### src/hw/rtl/ritoa_pkg.sv
// shared types and constants for the radix integer to ascii converter
package ritoa_pkg;

    localparam int MAX_DIGITS   = 32;
    localparam int COUNT_W      = 6;
    localparam int POS_W        = 5;
    localparam int RADIX_W      = 5;
    localparam int SIZE_W       = 16;
    localparam int CHAR_W       = 8;
    localparam int NUMBER_W     = 32;
    localparam int DIGIT_W      = 4;
    localparam int BITS_PER_CYC = 8;

    localparam logic [RADIX_W-1:0] MIN_RADIX = 5'd2;
    localparam logic [RADIX_W-1:0] MAX_RADIX = 5'd16;

    // controller to datapath
    typedef struct packed {
        logic load;
        logic step;
        logic push_one;
        logic push_digit;
    } cmd_t;

    // datapath to controller
    typedef struct packed {
        logic bad;
        logic last_chunk;
        logic quot_zero;
        logic count_full;
        logic fits;
        logic out_free;
        logic last_digit;
    } status_t;

    // uppercase hex glyph for one digit
    function automatic logic [CHAR_W-1:0] glyph(input logic [DIGIT_W-1:0] d);
        logic [CHAR_W-1:0] c;
        if (d < 4'd10)
        begin
            c = 8'h30 + {4'h0, d};
        end
        else
        begin
            c = 8'h37 + {4'h0, d};
        end
        return c;
    endfunction

endpackage

### src/hw/rtl/radix_integer_to_ascii.sv
// top level of the unsigned integer to ascii converter, radix 2 to 16
// sequence: a load, byte-wide division steps over the value for each digit, a decision, then
//   one result per cycle while the output is not stalled; a bad radix or zero size skips
//   the division and gives a count-only result
// throughput: one transaction at a time; the input stalls until its last result is pushed
// reset: asynchronous, active low; clears the state machine, counters and output valid
module radix_integer_to_ascii #(
    parameter int VALUE_BITS = 32
) (
    input  logic                                clk,
    input  logic                                rst_n,
    // input transaction
    input  logic                                in_valid,
    output logic                                in_stall,
    input  logic [ritoa_pkg::NUMBER_W-1:0]      number,
    input  logic [ritoa_pkg::RADIX_W-1:0]       radix,
    input  logic [ritoa_pkg::SIZE_W-1:0]        buffer_size,
    // result transaction
    output logic                                out_valid,
    input  logic                                out_stall,
    output logic [ritoa_pkg::CHAR_W-1:0]        digit_char,
    output logic [ritoa_pkg::POS_W-1:0]         digit_position,
    output logic                                has_digit,
    output logic [ritoa_pkg::COUNT_W-1:0]       digit_count,
    output logic                                final_item
);

    ritoa_pkg::cmd_t    cmd;
    ritoa_pkg::status_t status;

    // sequencer: load, divide until the quotient is zero or the digit buffer is full, decide, emit
    ritoa_ctrl u_ctrl (
        .clk      (clk),
        .rst_n    (rst_n),
        .in_valid (in_valid),
        .in_stall (in_stall),
        .status   (status),
        .cmd      (cmd)
    );

    // shared divider, digit buffer and output register
    ritoa_dp #(
        .VALUE_BITS (VALUE_BITS)
    ) u_dp (
        .clk            (clk),
        .rst_n          (rst_n),
        .cmd            (cmd),
        .status         (status),
        .number         (number),
        .radix          (radix),
        .buffer_size    (buffer_size),
        .out_valid      (out_valid),
        .out_stall      (out_stall),
        .digit_char     (digit_char),
        .digit_position (digit_position),
        .has_digit      (has_digit),
        .digit_count    (digit_count),
        .final_item     (final_item)
    );

    // busy right after taking a transaction
    a_busy_after_accept: assert property (@(posedge clk) disable iff (!rst_n)
        (in_valid && !in_stall) |=> in_stall)
        else $error("input not stalled after accept");

    // a digit sits inside the counted digits
    a_digit_in_range: assert property (@(posedge clk) disable iff (!rst_n)
        (out_valid && has_digit) |-> (digit_count != 6'd0) &&
                                     ({1'b0, digit_position} < digit_count))
        else $error("digit position outside count");

    // the most significant digit closes the transaction's results
    a_final_digit: assert property (@(posedge clk) disable iff (!rst_n)
        (out_valid && has_digit) |-> (final_item == (digit_position == 5'd0)))
        else $error("final flag does not match position");

    // a count-only result is always the last and carries no character
    a_count_only: assert property (@(posedge clk) disable iff (!rst_n)
        (out_valid && !has_digit) |-> final_item && (digit_char == 8'd0) &&
                                      (digit_position == 5'd0))
        else $error("malformed count-only result");

endmodule

### src/hw/rtl/ritoa_ctrl.sv
// sequencing state machine for the radix integer to ascii converter
module ritoa_ctrl (
    input  logic              clk,
    input  logic              rst_n,
    input  logic              in_valid,
    output logic              in_stall,
    input  ritoa_pkg::status_t status,
    output ritoa_pkg::cmd_t    cmd
);

    localparam logic [2:0] ST_IDLE   = 3'd0;
    localparam logic [2:0] ST_DIV    = 3'd1;
    localparam logic [2:0] ST_DECIDE = 3'd2;
    localparam logic [2:0] ST_ONE    = 3'd3;
    localparam logic [2:0] ST_EMIT   = 3'd4;

    logic [2:0] state_reg;
    logic [2:0] state_next;

    assign in_stall = (state_reg != ST_IDLE);

    always_comb
    begin
        state_next     = state_reg;
        cmd.load       = 1'b0;
        cmd.step       = 1'b0;
        cmd.push_one   = 1'b0;
        cmd.push_digit = 1'b0;
        case (state_reg)
            ST_IDLE:
            begin
                if (in_valid)
                begin
                    cmd.load   = 1'b1;
                    state_next = ST_DIV;
                end
            end
            ST_DIV:
            begin
                if (status.bad)
                begin
                    state_next = ST_ONE;
                end
                else
                begin
                    cmd.step = 1'b1;
                    if (status.last_chunk && (status.quot_zero || status.count_full))
                    begin
                        state_next = ST_DECIDE;
                    end
                end
            end
            ST_DECIDE:
            begin
                state_next = status.fits ? ST_EMIT : ST_ONE;
            end
            ST_ONE:
            begin
                if (status.out_free)
                begin
                    cmd.push_one = 1'b1;
                    state_next   = ST_IDLE;
                end
            end
            ST_EMIT:
            begin
                if (status.out_free)
                begin
                    cmd.push_digit = 1'b1;
                    if (status.last_digit)
                    begin
                        state_next = ST_IDLE;
                    end
                end
            end
            default:
            begin
                state_next = ST_IDLE;
            end
        endcase
    end

    always_ff @(posedge clk or negedge rst_n)
    begin
        if (!rst_n)
        begin
            state_reg <= ST_IDLE;
        end
        else
        begin
            state_reg <= state_next;
        end
    end

endmodule

### src/hw/rtl/ritoa_dp.sv
// divider, digit buffer and output register for the radix integer to ascii converter
module ritoa_dp #(
    parameter int VALUE_BITS = 32
) (
    input  logic                                clk,
    input  logic                                rst_n,
    input  ritoa_pkg::cmd_t                     cmd,
    output ritoa_pkg::status_t                  status,
    input  logic [ritoa_pkg::NUMBER_W-1:0]      number,
    input  logic [ritoa_pkg::RADIX_W-1:0]       radix,
    input  logic [ritoa_pkg::SIZE_W-1:0]        buffer_size,
    output logic                                out_valid,
    input  logic                                out_stall,
    output logic [ritoa_pkg::CHAR_W-1:0]        digit_char,
    output logic [ritoa_pkg::POS_W-1:0]         digit_position,
    output logic                                has_digit,
    output logic [ritoa_pkg::COUNT_W-1:0]       digit_count,
    output logic                                final_item
);

    // only the low bits of the number take part, at most the port width
    localparam int VW  = (VALUE_BITS < ritoa_pkg::NUMBER_W) ? VALUE_BITS
                                                            : ritoa_pkg::NUMBER_W;
    localparam int NCH = (VW + ritoa_pkg::BITS_PER_CYC - 1) / ritoa_pkg::BITS_PER_CYC;
    localparam int QW  = NCH * ritoa_pkg::BITS_PER_CYC;
    localparam int CW  = (NCH > 1) ? $clog2(NCH) : 1;
    localparam int BW  = ritoa_pkg::BITS_PER_CYC;

    logic [QW-1:0]                       sh_reg, sh_next;
    logic [ritoa_pkg::DIGIT_W-1:0]       rem_reg, rem_next;
    logic [CW-1:0]                       chunk_reg, chunk_next;
    logic [ritoa_pkg::COUNT_W-1:0]       count_reg, count_next;
    logic [ritoa_pkg::POS_W-1:0]         idx_reg, idx_next;
    logic [ritoa_pkg::RADIX_W-1:0]       radix_reg;
    logic [ritoa_pkg::SIZE_W-1:0]        size_reg;
    logic [ritoa_pkg::DIGIT_W-1:0]       digit_buf_reg [ritoa_pkg::MAX_DIGITS];

    logic [QW-1:0]                       step_sh;
    logic [ritoa_pkg::DIGIT_W-1:0]       step_rem;
    logic                                last_chunk;

    logic                                out_valid_reg, out_valid_next;
    logic [ritoa_pkg::CHAR_W-1:0]        char_reg;
    logic [ritoa_pkg::POS_W-1:0]         pos_reg;
    logic                                has_reg;
    logic [ritoa_pkg::COUNT_W-1:0]       cnt_reg;
    logic                                fin_reg;
    logic [ritoa_pkg::POS_W-1:0]         emit_pos;

    // eight restoring division steps on the top byte of the shift register
    always_comb
    begin
        logic [BW-1:0]                     top;
        logic [BW-1:0]                     q;
        logic [ritoa_pkg::DIGIT_W-1:0]     r;
        logic [ritoa_pkg::RADIX_W-1:0]     t;
        top = sh_reg[QW-1 -: BW];
        q   = '0;
        r   = rem_reg;
        for (int i = BW - 1; i >= 0; i--)
        begin
            t = {r, top[i]};
            if (t >= radix_reg)
            begin
                q[i] = 1'b1;
                t    = t - radix_reg;
            end
            r = t[ritoa_pkg::DIGIT_W-1:0];
        end
        step_sh  = (sh_reg << BW) | QW'(q);
        step_rem = r;
    end

    assign last_chunk = (chunk_reg == CW'(NCH - 1));
    assign emit_pos   = ritoa_pkg::POS_W'(count_reg - 6'd1 - {1'b0, idx_reg});

    assign status.bad        = (radix_reg < ritoa_pkg::MIN_RADIX) ||
                               (radix_reg > ritoa_pkg::MAX_RADIX) ||
                               (size_reg == '0);
    assign status.last_chunk = last_chunk;
    assign status.quot_zero  = (step_sh == '0);
    assign status.count_full = (count_reg == ritoa_pkg::COUNT_W'(ritoa_pkg::MAX_DIGITS - 1));
    assign status.fits       = ({10'd0, count_reg} < size_reg);
    assign status.out_free   = !out_valid_reg || !out_stall;
    assign status.last_digit = (emit_pos == '0);

    always_comb
    begin
        sh_next    = sh_reg;
        rem_next   = rem_reg;
        chunk_next = chunk_reg;
        count_next = count_reg;
        idx_next   = idx_reg;
        if (cmd.load)
        begin
            sh_next    = QW'(number[VW-1:0]);
            rem_next   = '0;
            chunk_next = '0;
            count_next = '0;
            idx_next   = '0;
        end
        else if (cmd.step)
        begin
            sh_next = step_sh;
            if (last_chunk)
            begin
                rem_next   = '0;
                chunk_next = '0;
                count_next = count_reg + 6'd1;
            end
            else
            begin
                rem_next   = step_rem;
                chunk_next = chunk_reg + 1'b1;
            end
        end
        else if (cmd.push_digit)
        begin
            idx_next = idx_reg + 5'd1;
        end
    end

    always_ff @(posedge clk or negedge rst_n)
    begin
        if (!rst_n)
        begin
            chunk_reg <= '0;
            count_reg <= '0;
            idx_reg   <= '0;
        end
        else
        begin
            chunk_reg <= chunk_next;
            count_reg <= count_next;
            idx_reg   <= idx_next;
        end
    end

    always_ff @(posedge clk)
    begin
        sh_reg  <= sh_next;
        rem_reg <= rem_next;
        if (cmd.load)
        begin
            radix_reg <= radix;
            size_reg  <= buffer_size;
        end
        if (cmd.step && last_chunk)
        begin
            digit_buf_reg[count_reg[ritoa_pkg::POS_W-1:0]] <= step_rem;
        end
    end

    // output register
    always_comb
    begin
        out_valid_next = out_valid_reg;
        if (cmd.push_one || cmd.push_digit)
        begin
            out_valid_next = 1'b1;
        end
        else if (!out_stall)
        begin
            out_valid_next = 1'b0;
        end
    end

    always_ff @(posedge clk or negedge rst_n)
    begin
        if (!rst_n)
        begin
            out_valid_reg <= 1'b0;
        end
        else
        begin
            out_valid_reg <= out_valid_next;
        end
    end

    always_ff @(posedge clk)
    begin
        if (cmd.push_one)
        begin
            char_reg <= '0;
            pos_reg  <= '0;
            has_reg  <= 1'b0;
            cnt_reg  <= count_reg;
            fin_reg  <= 1'b1;
        end
        else if (cmd.push_digit)
        begin
            char_reg <= ritoa_pkg::glyph(digit_buf_reg[idx_reg]);
            pos_reg  <= emit_pos;
            has_reg  <= 1'b1;
            cnt_reg  <= count_reg;
            fin_reg  <= (emit_pos == '0);
        end
    end

    assign out_valid      = out_valid_reg;
    assign digit_char     = char_reg;
    assign digit_position = pos_reg;
    assign has_digit      = has_reg;
    assign digit_count    = cnt_reg;
    assign final_item     = fin_reg;

endmodule
### config.mk
export PLATFORM = sky130hd
export DESIGN_NAME = radix_integer_to_ascii
export DESIGN_NICKNAME = d
export VERILOG_FILES = /design/src/hw/rtl/ritoa_pkg.sv /design/src/hw/rtl/radix_integer_to_ascii.sv /design/src/hw/rtl/ritoa_ctrl.sv /design/src/hw/rtl/ritoa_dp.sv
export SDC_FILE = /design/constraint.sdc
export NUM_CORES = 1
export LEC_CHECK = 0
export BUFFER_PORTS_ARGS = -buffer_cell sky130_fd_sc_hd__clkbuf_2
export CAP_MARGIN = 20
export CORE_MARGIN = 4
export CORE_UTILIZATION = 50
export CTS_BUF_LIST = sky130_fd_sc_hd__clkbuf_2
export CTS_CLUSTER_SIZE = 25
export DETAILED_ROUTE_END_ITERATION = 7
export PLACE_DENSITY_LB_ADDON = 0.2
export REMOVE_ABC_BUFFERS = 1
export SLEW_MARGIN = 30
export SYNTH_ARGS = -nofsm -noshare
export SYNTH_HDL_FRONTEND = slang
export SYNTH_HIERARCHICAL = 1
export SYNTH_SLANG_ARGS = --single-unit
### constraint.sdc
create_clock -name clk -period 18.7 [get_ports clk]
set_input_delay 1.87 -clock clk [delete_from_list [all_inputs] [get_ports clk]]
set_output_delay 1.87 -clock clk [all_outputs]
set_load 0.02 [all_outputs]
==> impl_metrics.tcl <==
set metrics [dict create \
    outcome "finished, final reports clean" \
    final_util_pct 56.3 \
    r2r-start "u_dp/radix_reg[1]$_DFFE_PP_" \
    start_kind "flop" \
    cts.clk_slew.worst_paths_ns 0.10 \
    hold_path_class "flop to flop" \
    gp_congestion 0.824 \
    grt_setup_unrepaired "false" \
    worst-path-max-fanout 11 \
    cts_hold_buf 0 \
    cts_buffers 57 \
    grt.overflow.total 0 \
    drv_slew 0 \
    grt_max_degree 72 \
    worstSetupStartpoint "u_dp/radix_reg[1]$_DFFE_PP_" \
    clock_path_buffers 3 \
    rows 54 \
    portBuffers 78 \
    syn_area_um2 11200 \
    netlist_instances 830 \
    final-setup-viol-count 0 \
    yosysSeqAreaShare_pct 57.1 \
    fin_setup_tns_ns 0 \
    critical-path-slowest-cell "edfxtp_1" \
    max_freq_mhz 74.1 \
    yosysWarningCount 6 \
    worst_pin_slew_ns 0.912 \
    synth_enable_flop_cells 187 \
    critical_path_class "flop to flop" \
    holdPathStages 2 \
    cts_tree "done" \
    ys_async_sr_fraction_pct 7.66 \
    fin_nets 1066 \
    worstReg2RegEnd "u_ctrl/state_reg[0]$_DFFE_PN0P_" \
    htree_levels 2 \
    ys_seq_elements 222 \
    routedWlPerCell_um 19.1 \
    drc 0 \
    cap_violations 0 \
    hold_viol 0 \
    drtPass1Iterations 5 \
    synth_area_leaders "edfxtp_1, ha_1, mux2_2, mux2i_1, dfrtp_1" \
    synth_top_area_share_pct 50.1 \
    drive_gt1_share_pct 25.9 \
    grt_pass1_vias 7123 \
    core-area_um2 22000 \
    start_util_pct 51.0 \
    via_per_inst 5.53 \
    fin_crit_ns 13.49 \
    cpMostUsedCell "ha_1" \
    syn_avg_cell_area_um2 13.5 \
    postCtsSetupRepairBufs 0 \
    yosys-top-cells-count "edfxtp_1, nor2_1, ha_1" \
    cts_sinks 222 \
    largest_register_ffs 128 \
    clkLatencyLatePin_ns 0.81 \
    grt_pass1_wl_mm 37.7 \
    crit_path_max_incr_delay_ns 0.69 \
    first_iter_violations 387 \
    io_pins 80 \
    synth.most_common_cell "edfxtp_1" \
    area_growth_pct 10.3 \
    grt_util_all_layers_pct 19.6 \
    die_y_um 158 \
    ff2ff_path_depth 52 \
    worstPathRequired_ns 19.37 \
    die_area_um2 24900 \
    post_cts_resized 0 \
    r2r_setup_slack_ns 5.21 \
    ys.flop_type "edfxtp_1" \
    clock_skew_ns 0.0847 \
    synth_top_cell_by_area "edfxtp_1" \
    crit_path_end "u_ctrl/state_reg[0]$_DFFE_PN0P_" \
    cp.arrival_ns 14.16 \
    num_vias 7001 \
    slew_headroom_pct 39.2 \
    cts-root-buf "clkbuf_2" \
    critPathCaptureType "flop" \
    ant_nets 0 \
    die_w_um 158 \
    dpl.hpwl_mm 16.7 \
    routed_wl_mm 24.2 \
    min_period_over_period_pct 72.1 \
    yosys.cell_types.count 75 \
    antenna_found_initial 1 \
]
==> layout make-up <==
class | instances | area [µm²]
fill | 1830 | 9600
sequential | 222 | 6400
multi-input combinational | 529 | 4450
clock buffer | 92 | 460
timing repair buffer | 84 | 435
tap | 280 | 350
inverter | 50 | 188
clock inverter | 8 | 65.1
antenna | 1 | 2.50
==> routing by layer <==
metal	vias up	GRT usage, %	part of all wire [%]	routed length (µm)
met5	-	0	0	0
met4	0	5.78	1.8	445
met3	34	4.40	6.2	1500
met2	202	33.5	49	12000
met1	3391	25.0	43	10300
li1	3374	-	-	-
==> through the flow <==
step	std cells	hold slack [ns]	instance area, µm²	worst slack [ns]
6_report	1266	0.455	12400	5.21
5_1_grt	1266	0.470	12400	4.01
4_1_cts	1265	0.459	12400	5.21
3_5_place_dp	1165	0.445	11800	5.21
3_3_place_gp	1165	0.436	11800	5.32
2_1_floorplan	801	0.473	11000	6.46
==> logic make-up after synthesis <==
| family | share of synthesized area [%] |
|---|---|
| adder cells (fa/ha/maj) | 7.86 |
| XOR/XNOR | 2.19 |
| buffers and inverters | 3.31 |
| flip-flops | 57.1 |
| AO/OA/AOI/OAI | 7.44 |
| AND/OR/NAND/NOR | 8.62 |
| other | 0.0335 |
| multiplexers | 13.4 |
==> critical path: cells and delay by family (launching register included) <==
kind,cells,cell delay (ns)
AND/OR/NAND/NOR,12,2.38
buffers and inverters,5,0.75
flip-flops,1,0.69
multiplexers,4,1.63
AO/OA/AOI/OAI,23,5.46
adder cells (fa/ha/maj),8,2.50
==> how the worst min path moves through the flow <==
stage | startpoint | endpoint
after floorplan | u_dp/rem_reg[2]$_SDFFE_PP0P_ | u_dp/rem_reg[2]$_SDFFE_PP0P_
after global placement | u_dp/digit_char[1]$_SDFFE_PP0P_ | u_dp/digit_char[1]$_SDFFE_PP0P_
after detailed placement | u_dp/digit_char[0]$_SDFFE_PP0P_ | u_dp/digit_char[0]$_SDFFE_PP0P_
after CTS | u_dp/digit_char[0]$_SDFFE_PP0P_ | u_dp/digit_char[0]$_SDFFE_PP0P_
after global routing | u_dp/digit_char[0]$_SDFFE_PP0P_ | u_dp/digit_char[0]$_SDFFE_PP0P_
final | u_dp/digit_char[0]$_SDFFE_PP0P_ | u_dp/digit_char[0]$_SDFFE_PP0P_
==> placed cells by master, fill, tap and decap left out, types with 4 or more instances in the layout <==
cell / Yosys / routed
nand2b_1: 14 / 14
mux4_1: 14 / 14
buf_4: 5 / 6
a211oi_1: 5 / 5
edfxtp_1: 187 / 187
nand4_1: 5 / 5
nor2_1: 80 / 79
xor2_1: 6 / 6
or2_2: 4 / 4
mux2_2: 45 / 45
o21ai_1: 4 / 5
ha_1: 56 / 56
dfrtp_1: 17 / 16
xnor2_1: 22 / 22
nand3b_1: 5 / 5
nand3_1: 7 / 7
inv_1: 49 / 48
or3_1: 4 / 4
a22oi_1: 6 / 6
clkbuf_2: 0 / 170
a21oi_1: 36 / 35
dfxtp_1: 18 / 18
o21ai_0: 19 / 17
nand2_1: 37 / 37
fa_1: 9 / 9
mux4_2: 7 / 7
a21o_1: 22 / 22
nor3_1: 7 / 6
nor2b_1: 6 / 6
mux2i_1: 45 / 45
clkinv_1: 0 / 5
nor4_1: 12 / 12
Power is not shown: default switching activity piles up to over one toggle a cycle in this logic, so the estimate is an artifact.
